### src/rtl/dmc_pkg.sv
// Shared types, codes and helper functions for the door motor controller.
package dmc_pkg;

	localparam int TIMER_BITS = 16;

	localparam logic [2:0] CMD_TICK        = 3'd0;
	localparam logic [2:0] CMD_OPEN        = 3'd1;
	localparam logic [2:0] CMD_SAFE_CLOSE  = 3'd2;
	localparam logic [2:0] CMD_FORCE_CLOSE = 3'd3;
	localparam logic [2:0] CMD_CLEAR       = 3'd4;
	localparam logic [2:0] CMD_INIT        = 3'd5;

	localparam logic [2:0] DOOR_CLOSED  = 3'd0;
	localparam logic [2:0] DOOR_OPENED  = 3'd1;
	localparam logic [2:0] DOOR_OPENING = 3'd2;
	localparam logic [2:0] DOOR_SAFE    = 3'd3;
	localparam logic [2:0] DOOR_FORCE   = 3'd4;

	localparam logic [1:0] MOT_STANDBY = 2'd0;
	localparam logic [1:0] MOT_FWD     = 2'd1;
	localparam logic [1:0] MOT_BWD     = 2'd2;
	localparam logic [1:0] MOT_SUSP    = 2'd3;

	localparam logic [2:0] ST_NONE     = 3'd0;
	localparam logic [2:0] ST_PROGRESS = 3'd1;
	localparam logic [2:0] ST_DONE     = 3'd2;
	localparam logic [2:0] ST_SAME     = 3'd3;
	localparam logic [2:0] ST_BLOCKED  = 3'd4;

	localparam logic [1:0] REG_STEP_TIME   = 2'd0;
	localparam logic [1:0] REG_CONF_WAIT   = 2'd1;
	localparam logic [1:0] REG_MOTOR_SPEED = 2'd2;

	localparam logic [15:0] STEP_TIME_RESET   = 16'd1000;
	localparam logic [15:0] CONF_WAIT_RESET   = 16'd500;
	localparam logic [7:0]  MOTOR_SPEED_RESET = 8'd255;

	typedef logic [TIMER_BITS-1:0] timer_t;

	typedef enum logic [4:0] {
		MODE_CLOSED  = 5'b00001,
		MODE_OPENED  = 5'b00010,
		MODE_OPENING = 5'b00100,
		MODE_SAFE    = 5'b01000,
		MODE_FORCE   = 5'b10000
	} mode_t;

	typedef struct packed {
		logic [15:0] step_time;
		logic [15:0] conf_wait;
		logic [7:0]  speed;
	} cfg_t;

	typedef struct packed {
		mode_t       mode;
		logic        conf_act;
		logic        conf_tgt;
		logic [1:0]  motor;
		logic        laser;
		logic [2:0]  last;
		timer_t      step_tmr;
		timer_t      conf_tmr;
		timer_t      ord_tmr;
	} st_t;

	function automatic logic [2:0] mode_code(mode_t m);
		logic [2:0] c;
		case (m)
			MODE_CLOSED:  c = DOOR_CLOSED;
			MODE_OPENED:  c = DOOR_OPENED;
			MODE_OPENING: c = DOOR_OPENING;
			MODE_SAFE:    c = DOOR_SAFE;
			default:      c = DOOR_FORCE;
		endcase
		return c;
	endfunction

	function automatic timer_t sat_inc(timer_t t);
		return (t == '1) ? t : t + timer_t'(1);
	endfunction

	// Elapsed time as shown on the port: saturated to sixteen bits.
	function automatic logic [15:0] elapsed_out(timer_t t);
		logic [31:0] w;
		w = 32'(t);
		return (w > 32'h0000_FFFF) ? 16'hFFFF : w[15:0];
	endfunction

endpackage

### src/rtl/dmc_cfg_regs.sv
// Configuration registers of the door motor controller.
module dmc_cfg_regs (
	input  logic              clk,
	input  logic              arst_n,
	input  logic              cfg_valid,
	output logic              cfg_ready,
	input  logic [1:0]        cfg_index,
	input  logic [15:0]       cfg_data,
	output dmc_pkg::cfg_t     cfg
);

	dmc_pkg::cfg_t cfg_q;

	assign cfg_ready = 1'b1;
	assign cfg       = cfg_q;

	always_ff @(posedge clk or negedge arst_n) begin
		if (!arst_n) begin
			cfg_q.step_time <= dmc_pkg::STEP_TIME_RESET;
			cfg_q.conf_wait <= dmc_pkg::CONF_WAIT_RESET;
			cfg_q.speed     <= dmc_pkg::MOTOR_SPEED_RESET;
		end else if (cfg_valid) begin
			case (cfg_index)
				dmc_pkg::REG_STEP_TIME:   cfg_q.step_time <= cfg_data;
				dmc_pkg::REG_CONF_WAIT:   cfg_q.conf_wait <= cfg_data;
				dmc_pkg::REG_MOTOR_SPEED: cfg_q.speed     <= cfg_data[7:0];
				default: ;
			endcase
		end
	end

endmodule

### src/rtl/dmc_fsm.sv
// Door state registers and the next-state logic for one item.
module dmc_fsm (
	input  logic          clk,
	input  logic          arst_n,
	input  logic          advance,
	input  logic [2:0]    cmd,
	input  logic          closed_sw,
	input  logic          opened_sw,
	input  logic          beam,
	input  dmc_pkg::cfg_t cfg,
	output dmc_pkg::st_t  nxt
);

	dmc_pkg::st_t st_q;

	// Ends a confirmation wait: stop on a held switch, otherwise resume.
	function automatic dmc_pkg::st_t resolve(dmc_pkg::st_t s, logic c_sw, logic o_sw);
		dmc_pkg::st_t r;
		logic hit;
		r = s;
		hit = s.conf_tgt ? o_sw : c_sw;
		r.conf_act = 1'b0;
		r.conf_tmr = '0;
		if (!hit) begin
			r.motor = (s.mode == dmc_pkg::MODE_OPENING) ? dmc_pkg::MOT_BWD : dmc_pkg::MOT_FWD;
		end else begin
			r.motor = dmc_pkg::MOT_STANDBY;
			r.laser = 1'b0;
			r.mode  = s.conf_tgt ? dmc_pkg::MODE_OPENED : dmc_pkg::MODE_CLOSED;
			if (s.last != dmc_pkg::ST_NONE) begin
				r.last = dmc_pkg::ST_DONE;
			end
		end
		return r;
	endfunction

	function automatic dmc_pkg::st_t start_conf(dmc_pkg::st_t s, logic tgt);
		dmc_pkg::st_t r;
		r = s;
		r.conf_act = 1'b1;
		r.conf_tgt = tgt;
		r.conf_tmr = '0;
		r.motor    = dmc_pkg::MOT_SUSP;
		return r;
	endfunction

	always_comb begin
		nxt = st_q;
		case (cmd)
			dmc_pkg::CMD_TICK: begin
				nxt.step_tmr = dmc_pkg::sat_inc(st_q.step_tmr);
				nxt.ord_tmr  = dmc_pkg::sat_inc(st_q.ord_tmr);
				if (st_q.conf_act) begin
					nxt.conf_tmr = dmc_pkg::sat_inc(st_q.conf_tmr);
					if (32'(nxt.conf_tmr) >= 32'(cfg.conf_wait)) begin
						nxt = resolve(nxt, closed_sw, opened_sw);
					end
				end else begin
					case (st_q.mode)
						dmc_pkg::MODE_OPENING: begin
							if (opened_sw) begin
								nxt = start_conf(nxt, 1'b1);
							end
						end
						dmc_pkg::MODE_SAFE: begin
							if (closed_sw) begin
								nxt = start_conf(nxt, 1'b0);
							end else if (32'(nxt.step_tmr) >= 32'(cfg.step_time)) begin
								if (beam) begin
									nxt.motor    = dmc_pkg::MOT_FWD;
									nxt.step_tmr = '0;
								end else begin
									nxt.motor = dmc_pkg::MOT_BWD;
									nxt.mode  = dmc_pkg::MODE_OPENING;
								end
							end
						end
						dmc_pkg::MODE_FORCE: begin
							if (closed_sw) begin
								nxt = start_conf(nxt, 1'b0);
							end
						end
						default: ;
					endcase
					// A zero wait is settled within the same tick.
					if (nxt.conf_act && cfg.conf_wait == 16'd0) begin
						nxt = resolve(nxt, closed_sw, opened_sw);
					end
				end
			end
			dmc_pkg::CMD_OPEN, dmc_pkg::CMD_SAFE_CLOSE,
			dmc_pkg::CMD_FORCE_CLOSE, dmc_pkg::CMD_CLEAR: begin
				if (!st_q.conf_act) begin
					nxt.last = dmc_pkg::ST_NONE;
					if (cmd != dmc_pkg::CMD_CLEAR) begin
						nxt.ord_tmr = '0;
					end
					if (cmd == dmc_pkg::CMD_OPEN) begin
						if (opened_sw) begin
							nxt.last = dmc_pkg::ST_SAME;
						end else begin
							nxt.mode  = dmc_pkg::MODE_OPENING;
							nxt.last  = dmc_pkg::ST_PROGRESS;
							nxt.motor = dmc_pkg::MOT_BWD;
						end
					end else if (cmd == dmc_pkg::CMD_SAFE_CLOSE) begin
						if (closed_sw) begin
							nxt.last = dmc_pkg::ST_SAME;
						end else if (!beam) begin
							nxt.last = dmc_pkg::ST_BLOCKED;
						end else begin
							nxt.laser    = 1'b1;
							nxt.mode     = dmc_pkg::MODE_SAFE;
							nxt.last     = dmc_pkg::ST_PROGRESS;
							nxt.step_tmr = '0;
							nxt.motor    = dmc_pkg::MOT_FWD;
						end
					end else if (cmd == dmc_pkg::CMD_FORCE_CLOSE) begin
						if (closed_sw) begin
							nxt.last = dmc_pkg::ST_SAME;
						end else begin
							nxt.mode  = dmc_pkg::MODE_FORCE;
							nxt.last  = dmc_pkg::ST_PROGRESS;
							nxt.motor = dmc_pkg::MOT_FWD;
						end
					end
				end
			end
			dmc_pkg::CMD_INIT: begin
				if (closed_sw) begin
					nxt.mode = dmc_pkg::MODE_CLOSED;
				end else if (opened_sw) begin
					nxt.mode = dmc_pkg::MODE_OPENED;
				end else begin
					nxt.mode = dmc_pkg::MODE_FORCE;
				end
				nxt.conf_act = 1'b0;
				nxt.conf_tmr = '0;
				nxt.motor    = dmc_pkg::MOT_STANDBY;
				nxt.laser    = 1'b0;
			end
			default: ;
		endcase
	end

	always_ff @(posedge clk or negedge arst_n) begin
		if (!arst_n) begin
			st_q.mode     <= dmc_pkg::MODE_FORCE;
			st_q.conf_act <= 1'b0;
			st_q.conf_tgt <= 1'b0;
			st_q.motor    <= dmc_pkg::MOT_STANDBY;
			st_q.laser    <= 1'b0;
			st_q.last     <= dmc_pkg::ST_NONE;
			st_q.step_tmr <= '0;
			st_q.conf_tmr <= '0;
			st_q.ord_tmr  <= '0;
		end else if (advance) begin
			st_q <= nxt;
		end
	end

endmodule

### src/rtl/door_motor_controller_top.sv
// Top level of the door motor controller: input register, state update and result register.
// Latency: two register stages; an accepted item is held in the input register, and its
// result in the result register, held there while the result side stalls. Throughput is
// one item per cycle unless the result side stalls, set by the combinational state update.
// Reset is asynchronous and active low: the door is taken as force closing with the motor
// in standby, all timers cleared and the configuration registers back at their defaults.
module door_motor_controller_top (
	input  logic        clk,
	input  logic        arst_n,

	input  logic        item_valid,
	output logic        item_stall,
	input  logic [2:0]  cmd,
	input  logic        closed_switch,
	input  logic        opened_switch,
	input  logic        beam_clear,

	output logic        result_valid,
	input  logic        result_stall,
	output logic [2:0]  door_state,
	output logic        confirming,
	output logic [1:0]  motor_drive,
	output logic [7:0]  drive_level,
	output logic        laser_on,
	output logic [2:0]  order_status,
	output logic [15:0] order_elapsed_ms,

	input  logic        cfg_valid,
	output logic        cfg_ready,
	input  logic [1:0]  cfg_index,
	input  logic [15:0] cfg_data
);

	// The input register holds one accepted item until the state update can
	// take it, which is whenever the result register is empty or being drained.
	logic        valid_s1;
	logic [2:0]  cmd_s1;
	logic        closed_s1;
	logic        opened_s1;
	logic        beam_s1;

	logic        out_free;
	logic        advance;
	logic        result_valid_q;

	dmc_pkg::cfg_t cfg;
	dmc_pkg::st_t  nxt;

	assign out_free   = !result_valid_q || !result_stall;
	assign advance    = valid_s1 && out_free;
	// The input register can take a new transaction when it is empty or moves on.
	assign item_stall = valid_s1 && !out_free;

	dmc_cfg_regs u_cfg (
		.clk       (clk),
		.arst_n    (arst_n),
		.cfg_valid (cfg_valid),
		.cfg_ready (cfg_ready),
		.cfg_index (cfg_index),
		.cfg_data  (cfg_data),
		.cfg       (cfg)
	);

	dmc_fsm u_fsm (
		.clk       (clk),
		.arst_n    (arst_n),
		.advance   (advance),
		.cmd       (cmd_s1),
		.closed_sw (closed_s1),
		.opened_sw (opened_s1),
		.beam      (beam_s1),
		.cfg       (cfg),
		.nxt       (nxt)
	);

	always_ff @(posedge clk or negedge arst_n) begin
		if (!arst_n) begin
			valid_s1 <= 1'b0;
		end else if (!item_stall) begin
			valid_s1 <= item_valid;
		end
	end

	always_ff @(posedge clk) begin
		if (item_valid && !item_stall) begin
			cmd_s1    <= cmd;
			closed_s1 <= closed_switch;
			opened_s1 <= opened_switch;
			beam_s1   <= beam_clear;
		end
	end

	always_ff @(posedge clk or negedge arst_n) begin
		if (!arst_n) begin
			result_valid_q <= 1'b0;
		end else if (out_free) begin
			result_valid_q <= valid_s1;
		end
	end

	// The result shows the state after the item; the drive level is only
	// applied while the motor actually turns in one direction or the other.
	always_ff @(posedge clk) begin
		if (advance) begin
			door_state       <= dmc_pkg::mode_code(nxt.mode);
			confirming       <= nxt.conf_act;
			motor_drive      <= nxt.motor;
			drive_level      <= (nxt.motor == dmc_pkg::MOT_FWD || nxt.motor == dmc_pkg::MOT_BWD)
			                    ? cfg.speed : 8'd0;
			laser_on         <= nxt.laser;
			order_status     <= nxt.last;
			order_elapsed_ms <= dmc_pkg::elapsed_out(nxt.ord_tmr);
		end
	end

	assign result_valid = result_valid_q;

endmodule
### config.mk
export PLATFORM = sky130hd
export DESIGN_NAME = door_motor_controller_top
export DESIGN_NICKNAME = d
export VERILOG_FILES = /design/src/rtl/dmc_pkg.sv /design/src/rtl/dmc_cfg_regs.sv /design/src/rtl/dmc_fsm.sv /design/src/rtl/door_motor_controller_top.sv
export SDC_FILE = /design/constraint.sdc
export NUM_CORES = 1
export LEC_CHECK = 0
export ABC_AREA = 0
export BUFFER_PORTS_ARGS = -buffer_cell sky130_fd_sc_hd__buf_2
export CORE_UTILIZATION = 60
export CTS_CLUSTER_SIZE = 10
export DETAILED_ROUTE_END_ITERATION = 16
export GPL_TIMING_DRIVEN = 1
export PLACE_DENSITY = 0.79
export SYNTH_ARGS = -nofsm -noshare
export SYNTH_HDL_FRONTEND = slang
export SYNTH_HIERARCHICAL = 1
export SYNTH_SLANG_ARGS = --single-unit
### constraint.sdc
create_clock -name clk -period 4.85 [get_ports clk]
set_input_delay 0.2425 -clock clk [delete_from_list [all_inputs] [get_ports clk]]
set_output_delay 0.2425 -clock clk [all_outputs]
set_load 0.02 [all_outputs]
==> results of run 1 <==
==> worst paths after layout <==
| path | end | slack [ns] | depth (start not counted) |
|---|---|---|---|
| setup / recovery | door_state[2]$_DFFE_PP_ | 0.41 | 16 |
| hold / removal | u_cfg/cfg[18]$_DFFE_PN0P_ | -0.02 | 1 |
| setup reg to reg | door_state[2]$_DFFE_PP_ | 0.41 | 16 |
| hold reg to reg | result_valid$_DFFE_PN0P_ | 0.48 | 1 |
| max in group asynchronous | u_cfg/cfg[31]$_DFFE_PN1P_ | 3.87 | 2 |
| min in group clk | valid_s1$_DFFE_PN0N_ | 0.02 | 2 |
==> flip-flops by register name, indices dropped and copies added, names as in the netlist, 2 cells and up <==
register          flops
door_state            3
u_fsm/st_q           61
order_elapsed_ms     16
u_cfg/cfg            40
order_status          3
drive_level           8
cmd_s1                3
motor_drive           2
==> power groups by stage <==
stage / logic [mW] / registers, mW / clock network [mW]
floorplan: 0.614 / 1.58 / 0
global placement: 0.783 / 1.61 / 0
detailed placement: 0.811 / 1.62 / 0
CTS: 0.825 / 1.60 / 1.34
global route: 0.915 / 1.63 / 1.40
finish: 0.832 / 1.60 / 1.32
==> cells in the final DEF (no fill, tap or decap), drive strengths merged, types with 6 or more instances in the layout <==
| cell type | instances |
|---|---|
| nor3 | 13 |
| nor2 | 53 |
| and2 | 15 |
| inv | 51 |
| a211oi | 9 |
| dfstp | 21 |
| xnor2 | 18 |
| dfrtp | 82 |
| a21o | 11 |
| a31oi | 26 |
| clkbuf | 26 |
| nand2 | 86 |
| xor2 | 8 |
| nand4 | 18 |
| o211ai | 6 |
| nor4 | 6 |
| nand2b | 8 |
| and4 | 7 |
| a22o | 14 |
| o21ai | 64 |
| mux2i | 8 |
| and3 | 17 |
| a21oi | 37 |
| nand3 | 40 |
| edfxtp | 40 |
| mux2 | 48 |
| buf | 70 |
| or3 | 9 |
| dlygate4sd3 | 6 |
| o21a | 6 |
| ha | 35 |
| a41oi | 11 |
==> per-layer routing <==
metal / routed length (um) / track usage (%) / vias to the layer above
met5: 0 / 0 / -
met4: 402 / 9.337 / 0
met3: 1239 / 6.458 / 49
met2: 9837 / 46.31 / 287
met1: 9138 / 37.67 / 3397
li1: - / - / 3368
==> stage by stage <==
| step | utilization, % | setup WS (ns) | hold WS (ns) | power (mW) | cells |
|---|---|---|---|---|---|
| floorplan | - | 0.5079 | -0.05309 | 2.194 | 903 |
| global placement | 64.42 | 0.6550 | 0.4190 | 2.394 | 1089 |
| detailed placement | 64.42 | 0.5270 | 0.4206 | 2.429 | 1089 |
| CTS | 69.16 | 0.4819 | 0.003440 | 3.768 | 1127 |
| global route | 69.16 | 0.1105 | 0.02161 | 3.938 | 1127 |
| finish | 69.16 | 0.4060 | -0.02136 | 3.761 | 1127 |
==> critical path: cells and delay by family (launching register included) <==
kind | cells | cell delay (ns)
xor gates and xnor gates | 1 | 0.13
adders and majority gates | 1 | 0.28
AOI/OAI and AO/OA | 7 | 1.69
DFF | 1 | 0.46
and+or+nand+nor | 7 | 1.63
==> area by class of cell <==
class / count / area (um^2) / area share, %
Multi-Input combinational cell: 646 / 4494 / 46.10
Clock inverter: 6 / 68.82 / 0.7059
Inverter: 50 / 187.7 / 1.925
Sequential cell: 143 / 3805 / 39.03
Timing Repair Buffer: 76 / 427.9 / 4.389
Tap cell: 180 / 225.2 / 2.310
Clock buffer: 26 / 540.5 / 5.544
==> timing repair <==
item | CTS | global route
hold buffers | 6 | 0
hold endpoints to repair | 6 | 0
setup buffers | 0 | 0
==> results.sh, run 1 <==
export IMPL_path_class="flop to flop"
export IMPL_start_kind="flop"
export IMPL_period_needed_ns=4.444
export IMPL_portBuffers=64
export IMPL_layout_nets=998
export IMPL_cts_buffer_depth=2
export IMPL_vias_per_cell=6.301
export IMPL_die_h_um=123.0
export IMPL_combPwrFrac_pct=22.1
export IMPL_cts_htree_levels=4
export IMPL_fmax_mhz=225.0
export IMPL_ir_worst_vdd_uv=297.2
export IMPL_wl_per_cell_um=18.29
export IMPL_p_leak_nw=4.306
export IMPL_max_slew_margin_rel_pct=36.12
export IMPL_totalNegativeSetupSlack_ns=0
export IMPL_cts_tree="built"
export IMPL_max_stage_delay_ns=0.46
export IMPL_die_w_um=123.0
export IMPL_dp_hpwl_um=14280
export IMPL_r2r_start="u_fsm/st_q[19]$_DFFE_PN0P_"
export IMPL_p_clk_share_pct=35.2
export IMPL_drv_cap=0
export IMPL_overflow=0
export IMPL_first_global_vias=6608
export IMPL_cts_buffers=17
export IMPL_worstPathMaxFanout=7
export IMPL_path_clk_slew_ns=0.06
export IMPL_whs_ns=-0.02136
export IMPL_cts_resized=0
export IMPL_status="complete, but fails checks"
export IMPL_core_area_mm2=0.01410
export IMPL_final_cell_area_mm2=0.009749
export IMPL_placedInstanceArea_mm2=0.009080
export IMPL_place_congestion=0.9125
export IMPL_worstPathRequired_ns=5.02
export IMPL_failed_checks="negative hold slack"
export IMPL_dr_pass1_iters=8
export IMPL_synth_cell_area_mm2=0.008788
export IMPL_crit_slowest_cell="dfrtp_1"
export IMPL_drc=0
export IMPL_period_share_pct=91.63
export IMPL_finalSetupViolations=0
export IMPL_hold_class="input pin to async pin"
export IMPL_drt_iter0_markers=721
export IMPL_syn_instance_count=903
export IMPL_crit_arrival_ns=4.62
export IMPL_cellPowerDensity_mw_per_mm2=385.8
export IMPL_rsz0062_at_grt="no"
export IMPL_num_rows=43
export IMPL_hold_violations=34
export IMPL_grt_pass1_wl_um=33060
export IMPL_switching_share_pct=30.86
export IMPL_cts_root_buf="clkbuf_16"
export IMPL_synth_nets=967
export IMPL_syn_to_final_growth_pct=10.93
export IMPL_worstSkewPairLatency_ns=0.42
export IMPL_clock_sinks=143
export IMPL_power_switching_mw=1.161
export IMPL_layout_drive_gt1_share_pct=21.22
export IMPL_num_vias=7101
export IMPL_initial_core_util_pct=62.35
export IMPL_io_pins=66
export IMPL_cp_cell_sequence="and4_4 -> and3_1 -> nand4_1 -> nor2_1 -> nand3_1 -> o21a_1 -> ha_1 -> and4_1 -> o2111ai_1 -> o21a_1 -> o41ai_1 -> o21bai_1 -> a22o_1 -> xnor2_1 -> or3_1 -> a21o_1"
export IMPL_pwr_share_seq_pct=42.7
export IMPL_report_final_slew_viol_count=0
export IMPL_grt_use_total_pct=28.46
export IMPL_routed_wl_um=20620
export IMPL_grt_start_max_net_pins=73
export IMPL_antenna_found_initial=0
export IMPL_fill_cells=1044
export IMPL_endpoint_kind="flop"
export IMPL_startpoint="u_fsm/st_q[19]$_DFFE_PN0P_"
export IMPL_syn_avg_cell_area_um2=9.732
export IMPL_p_int_mw=2.601
export IMPL_dieArea_mm2=0.01514
export IMPL_num_antenna_cells=0
export IMPL_worst_clock_skew_ns=0.006830
export IMPL_cpMostUsedCell="o21a_1"
export IMPL_drtAntennaViolNets=0
export IMPL_worst_slew_pin_slew_ns=0.9582
export IMPL_yosys_warnings=6
No activity file was read; power rests on OpenSTA's default activity.
==> run 2, diff against run 1 <==
- RECOVER_POWER: not set -> 50
==> run 2 against run 1 <==
Effect of this change:
- the run ends with max-capacitance violations, max-slew violations left
- sequential share of layout area rose by 0.15 points
- sequential cell count did not move
- clock-buffer cell count unchanged
- clock power barely moved
- die area stayed put
- global-route usage unchanged
- register-to-register slack barely moved
- via count up 0.18%
- non-clock buffer count unchanged
- setup slack got worse by 0.0043 ns
- fmax about the same
- utilization decreased by 0.27 points
- critical path type unchanged
==> results.sh, run 2 (synthesized netlist as in run 1, its figures left out) <==
export IMPL_layout_nets=998
export IMPL_rsz0062_at_grt="no"
export IMPL_die_w_um=123.0
export IMPL_drc=0
export IMPL_cts_tree="built"
export IMPL_grt_start_max_net_pins=73
export IMPL_cp_cell_sequence="and4_4 -> and3_1 -> nand4_1 -> nor2_1 -> nand3_1 -> o21a_1 -> ha_1 -> and4_1 -> o2111ai_1 -> o21a_1 -> o41ai_1 -> o21bai_1 -> a22o_1 -> xnor2_1 -> or3_1 -> a21o_1"
export IMPL_core_area_mm2=0.01410
export IMPL_cts_htree_levels=4
export IMPL_report_final_slew_viol_count=90
export IMPL_wl_met2_um=9767
export IMPL_num_vias=7114
export IMPL_drtAntennaViolNets=0
export IMPL_overflow=0
export IMPL_finalSetupViolations=0
export IMPL_crit_slowest_cell="dfrtp_1"
export IMPL_period_needed_ns=4.448
export IMPL_worstRegToRegCells=16
export IMPL_wl_met1_um=9092
export IMPL_worst_clock_skew_ns=0.007442
export IMPL_endpoint_kind="flop"
export IMPL_path_clk_slew_ns=0.06
export IMPL_post_route_util_pct=68.90
export IMPL_cts_buffers=17
export IMPL_vias_per_cell=6.312
export IMPL_final_common_cell="nand2_1"
export IMPL_crit_arrival_ns=4.62
export IMPL_first_global_vias=6608
export IMPL_portBuffers=64
export IMPL_start_kind="flop"
export IMPL_antenna_found_initial=0
export IMPL_wl_met3_um=1307
export IMPL_hold_violations=0
export IMPL_cp_top_family="compound AO/OA/AOI/OAI gates"
export IMPL_p_leak_nw=4.252
export IMPL_io_pins=66
export IMPL_cpMostUsedCell="o21a_1"
export IMPL_power_switching_mw=1.161
export IMPL_fmax_mhz=224.8
export IMPL_drt_iter0_markers=669
export IMPL_pwr_share_seq_pct=42.7
export IMPL_top_register="u_fsm/st_q"
export IMPL_hp_start="item_valid"
export IMPL_num_antenna_cells=0
export IMPL_final_cell_area_mm2=0.009712
export IMPL_dp_hpwl_um=14280
export IMPL_cts_buffer_depth=2
export IMPL_power_mw=3.758
export IMPL_setup_ws_ns=0.4017
export IMPL_pre_cts_ws_ns=0.5270
export IMPL_status="complete, but fails checks"
export IMPL_whs_ns=0.01796
export IMPL_final_cell_mix="nand2_1 (84), dfrtp_1 (82), o21ai_0 (56)"
export IMPL_r2r_setup_slack_ns=0.40
export IMPL_period_share_pct=91.72
export IMPL_cellPowerDensity_mw_per_mm2=386.9
export IMPL_p_clk_share_pct=35.3
export IMPL_fill_cells=1057
export IMPL_wl_per_cell_um=18.26
export IMPL_grt_pass1_wl_um=33060
export IMPL_max_slew_margin_rel_pct=-171.3
export IMPL_place_congestion=0.9125
export IMPL_grt_use_total_pct=28.46
export IMPL_dieArea_mm2=0.01514
export IMPL_hold_depth=2
export IMPL_placedInstanceArea_mm2=0.009080
export IMPL_hold_class="input pin to flop"
export IMPL_crit_cells=16
export IMPL_worstPathMaxFanout=7
export IMPL_worstSkewPairLatency_ns=0.42
export IMPL_worst_slew_pin_slew_ns=4.070
export IMPL_layout_drive_gt1_share_pct=19.54
export IMPL_syn_to_final_growth_pct=10.51
export IMPL_failed_checks="max-capacitance violations, max-slew violations"
export IMPL_layoutNonFillerInstCount=1127
export IMPL_cts_resized=0
export IMPL_switching_share_pct=30.90
export IMPL_die_h_um=123.0
export IMPL_worstPathRequired_ns=5.02
export IMPL_combPwrFrac_pct=22.0
export IMPL_largest_reg_flops=61
export IMPL_top_layer_used="met4"
export IMPL_p_int_mw=2.597
export IMPL_r2r_start="u_fsm/st_q[20]$_DFFE_PN0P_"
export IMPL_routed_wl_um=20580
export IMPL_totalNegativeSetupSlack_ns=0
export IMPL_num_rows=43
export IMPL_path_class="flop to flop"
export IMPL_max_stage_delay_ns=0.46
export IMPL_clock_sinks=143
export IMPL_startpoint="u_fsm/st_q[20]$_DFFE_PN0P_"
export IMPL_dp_cells=1089
export IMPL_initial_core_util_pct=62.35
export IMPL_ir_worst_vdd_uv=297.0
export IMPL_cts_root_buf="clkbuf_16"
export IMPL_cp_num_buf_inv=0
export IMPL_drv_cap=2
export IMPL_dr_pass1_iters=7
-- run 2: power groups by stage --
stage / clock network [mW] / registers [mW] / logic (mW)
after CTS: 1.34 / 1.60 / 0.825
after floorplan: 0 / 1.58 / 0.614
after global routing: 1.40 / 1.63 / 0.911
after global placement: 0 / 1.61 / 0.783
final: 1.33 / 1.61 / 0.826
after detailed placement: 0 / 1.62 / 0.811
-- run 2: final timing paths --
check / to
min reg2reg: result_valid$_DFFE_PN0P_
max in group asynchronous: u_fsm/st_q[46]$_DFFE_PN0P_
min: valid_s1$_DFFE_PN0N_
max: door_state[2]$_DFFE_PP_
max reg2reg: door_state[2]$_DFFE_PP_
min in group asynchronous: u_cfg/cfg[18]$_DFFE_PN0P_
-- run 2: repair_timing --
item	in CTS	in global routing
hold buffers	6	0
hold endpoints to repair	6	0
buffers inserted	0	0
-- run 2: layout make-up --
cell class | count | area [um^2] | area share [%]
sequential | 143 | 3805 | 39.18
tap | 180 | 225.2 | 2.319
clock buffer | 26 | 540.5 | 5.566
timing repair buffer | 76 | 405.4 | 4.174
multi-input combinational | 646 | 4479 | 46.12
clock inverter | 6 | 68.82 | 0.7086
inverter | 50 | 187.7 | 1.932
-- run 2: per-layer routing --
metal | up-vias | GRT usage [%]
met5 | - | 0
met4 | 0 | 9.337
met1 | 3405 | 37.67
met2 | 295 | 46.31
li1 | 3366 | -
met3 | 48 | 6.458
==> run 3, diff against run 2 <==
- MAX_ROUTING_LAYER: not set -> met4
==> run 3 against run 2 <==
Effect of this change:
- the flow still finishes with violations (max-capacitance violations, max-slew violations)
- fmax rose by 1.5%
- combinational power is 2% lower
- worst hold slack improved by 0.045 ns
- setup slack improved by 0.066 ns
- sequential share of layout area increased by 0.076 points
- via count decreased by 1.3%
- cell count increased by 0.18%
- design area is 0.19% lower
- sequential power about the same
- global-route usage rose by 0.46 points
- first-iteration DRC count is 2.5% higher
- largest power group unchanged
==> results.sh, run 3 (synthesized netlist as in run 1, its figures left out) <==
export IMPL_status="complete, but fails checks"
export IMPL_failed_checks="max-capacitance violations, max-slew violations"
export IMPL_vias_per_cell=6.217
export IMPL_first_global_vias=6547
export IMPL_dr_pass1_iters=5
export IMPL_drc=0
export IMPL_hold_class="input pin to flop"
export IMPL_totalNegativeSetupSlack_ns=0
export IMPL_cts_resized=0
export IMPL_num_antenna_cells=0
export IMPL_die_h_um=123.0
export IMPL_place_congestion=0.9135
export IMPL_placedInstanceArea_mm2=0.009080
export IMPL_endpoint="door_state[2]$_DFFE_PP_"
export IMPL_grt_pass1_wl_um=32760
export IMPL_p_int_mw=2.541
export IMPL_p_leak_nw=4.177
export IMPL_cp_cell_sequence="and4_4 -> and3_1 -> nand4_1 -> nor2_1 -> a21oi_1 -> o21bai_1 -> ha_1 -> a21o_1 -> a21o_1 -> a221oi_2 -> o21ai_2 -> a311oi_1 -> o21bai_1 -> a22o_1 -> xnor2_1 -> or3_1 -> a21o_1"
export IMPL_cts_tree="built"
export IMPL_antenna_found_initial=0
export IMPL_layout_drive_gt1_share_pct=16.97
export IMPL_max_stage_delay_ns=0.45
export IMPL_dp_cells=1089
export IMPL_drtAntennaViolNets=0
export IMPL_post_route_util_pct=68.76
export IMPL_max_slew_margin_rel_pct=-146.1
export IMPL_path_clk_slew_ns=0.06
export IMPL_final_common_cell="nand2_1"
export IMPL_endpoint_kind="flop"
export IMPL_p_clk_share_pct=35.7
export IMPL_globalRouteMet2Util_pct=44.98
export IMPL_crit_slowest_cell="dfrtp_1"
export IMPL_top_register="u_fsm/st_q"
export IMPL_worst_slew_pin_slew_ns=3.692
export IMPL_met1_usage_pct=38.23
export IMPL_switching_share_pct=32.27
export IMPL_worstSkewPairLatency_ns=0.43
export IMPL_hold_depth=2
export IMPL_initial_core_util_pct=62.35
export IMPL_finalSetupViolations=0
export IMPL_period_needed_ns=4.382
export IMPL_rsz0062_at_grt="no"
export IMPL_layoutNonFillerInstCount=1129
export IMPL_num_rows=43
export IMPL_use_met3_pct=5.258
export IMPL_r2r_end="door_state[2]$_DFFE_PP_"
export IMPL_worstPathRequired_ns=5.04
export IMPL_worstPathMaxFanout=7
export IMPL_num_vias=7019
export IMPL_pwr_share_seq_pct=42.7
export IMPL_power_mw=3.751
export IMPL_power_switching_mw=1.210
export IMPL_worstRegToRegCells=17
export IMPL_grt_start_max_net_pins=70
export IMPL_clock_sinks=143
export IMPL_wl_per_cell_um=17.94
export IMPL_final_cell_area_mm2=0.009693
export IMPL_largest_reg_flops=61
export IMPL_r2r_setup_slack_ns=0.47
export IMPL_report_final_slew_viol_count=87
export IMPL_die_w_um=123.0
export IMPL_syn_to_final_growth_pct=10.29
export IMPL_crit_arrival_ns=4.57
export IMPL_whs_ns=0.06247
export IMPL_ir_worst_vdd_uv=352.9
export IMPL_path_class="flop to flop"
export IMPL_cellPowerDensity_mw_per_mm2=387.0
export IMPL_setup_ws_ns=0.4677
export IMPL_startpoint="u_fsm/st_q[19]$_DFFE_PN0P_"
export IMPL_core_area_mm2=0.01410
export IMPL_routed_wl_um=20260
export IMPL_hold_violations=0
export IMPL_portBuffers=64
export IMPL_grt_use_total_pct=28.92
export IMPL_pre_cts_ws_ns=0.5271
export IMPL_io_pins=66
export IMPL_worst_clock_skew_ns=0.005643
export IMPL_layout_nets=1000
export IMPL_drv_cap=2
export IMPL_dieArea_mm2=0.01514
export IMPL_cts_htree_levels=4
export IMPL_start_kind="flop"
export IMPL_fmax_mhz=228.2
export IMPL_cts_buffer_depth=2
export IMPL_cts_buffers=17
export IMPL_final_cell_mix="nand2_1 (84), dfrtp_1 (82), o21ai_0 (56)"
export IMPL_overflow=0
export IMPL_grt_busiest_layer="met2"
export IMPL_cts_root_buf="clkbuf_16"
export IMPL_drt_iter0_markers=686
export IMPL_dp_hpwl_um=14200
export IMPL_combPwrFrac_pct=21.6
export IMPL_period_share_pct=90.36
export IMPL_r2r_start="u_fsm/st_q[19]$_DFFE_PN0P_"
export IMPL_cpMostUsedCell="a21o_1"
run 3: changes by cell type in the layout (fill, tap and decap cells not counted), moves of 2 or more:
cell / delta
inv_8: +3
dlygate4sd3_1: +2
inv_6: +4
clkbuf_8: -6
clkbuf_1: +23
buf_2: -25
run 3: worst min path at each step:
stage            startpoint                         to  slack (ns)
3_5_place_dp         arst_n  u_cfg/cfg[20]$_DFFE_PN0P_        0.41
3_3_place_gp         arst_n  u_cfg/cfg[20]$_DFFE_PN0P_        0.40
4_1_cts        cfg_data[12]  u_cfg/cfg[36]$_DFFE_PN0P_        0.05
5_1_grt        cfg_data[12]  u_cfg/cfg[36]$_DFFE_PN0P_        0.06
2_1_floorplan        arst_n   result_valid$_DFFE_PN0P_       -0.05
6_report       cfg_data[12]  u_cfg/cfg[36]$_DFFE_PN0P_        0.06
run 3: cell type report:
type	count	area, um^2
fillers	1080	4403
clock inverters	15	173.9
inverters	50	187.7
flip-flops and latches	143	3805
repair buffers	78	396.6
clock buffers	17	425.4
multi-input cells	646	4479
well taps	180	225.2
run 3: worst max-delay path, delay by kind of cell (launching register included):
family / cells / cell delay (ns)
XOR/XNOR: 1 / 0.14
flip-flops: 1 / 0.45
AND/OR/NAND/NOR: 5 / 1.17
adder cells (fa/ha/maj): 1 / 0.28
AO/OA/AOI/OAI: 10 / 2.09
run 3: timing repair:
| action | 4_1_cts | 5_1_grt |
|---|---|---|
| endpoints found under the hold margin | 56 | 0 |
| buffers inserted | 0 | 0 |
| hold buffers | 8 | 0 |
run 3: metal layers:
layer | vias up | part of all wire (%)
li1 | 3378 | -
met1 | 3352 | 45
met2 | 254 | 47
met3 | 35 | 5.8
met4 | 0 | 1.7
met5 | - | 0
run 3: power by group through the flow:
stage | Clock [mW] | Sequential (mW) | Combinational, mW
floorplan | 0 | 1.58 | 0.614
global placement | 0 | 1.61 | 0.783
detailed placement | 0 | 1.62 | 0.804
CTS | 1.36 | 1.60 | 0.818
global route | 1.41 | 1.63 | 0.901
finish | 1.34 | 1.60 | 0.809
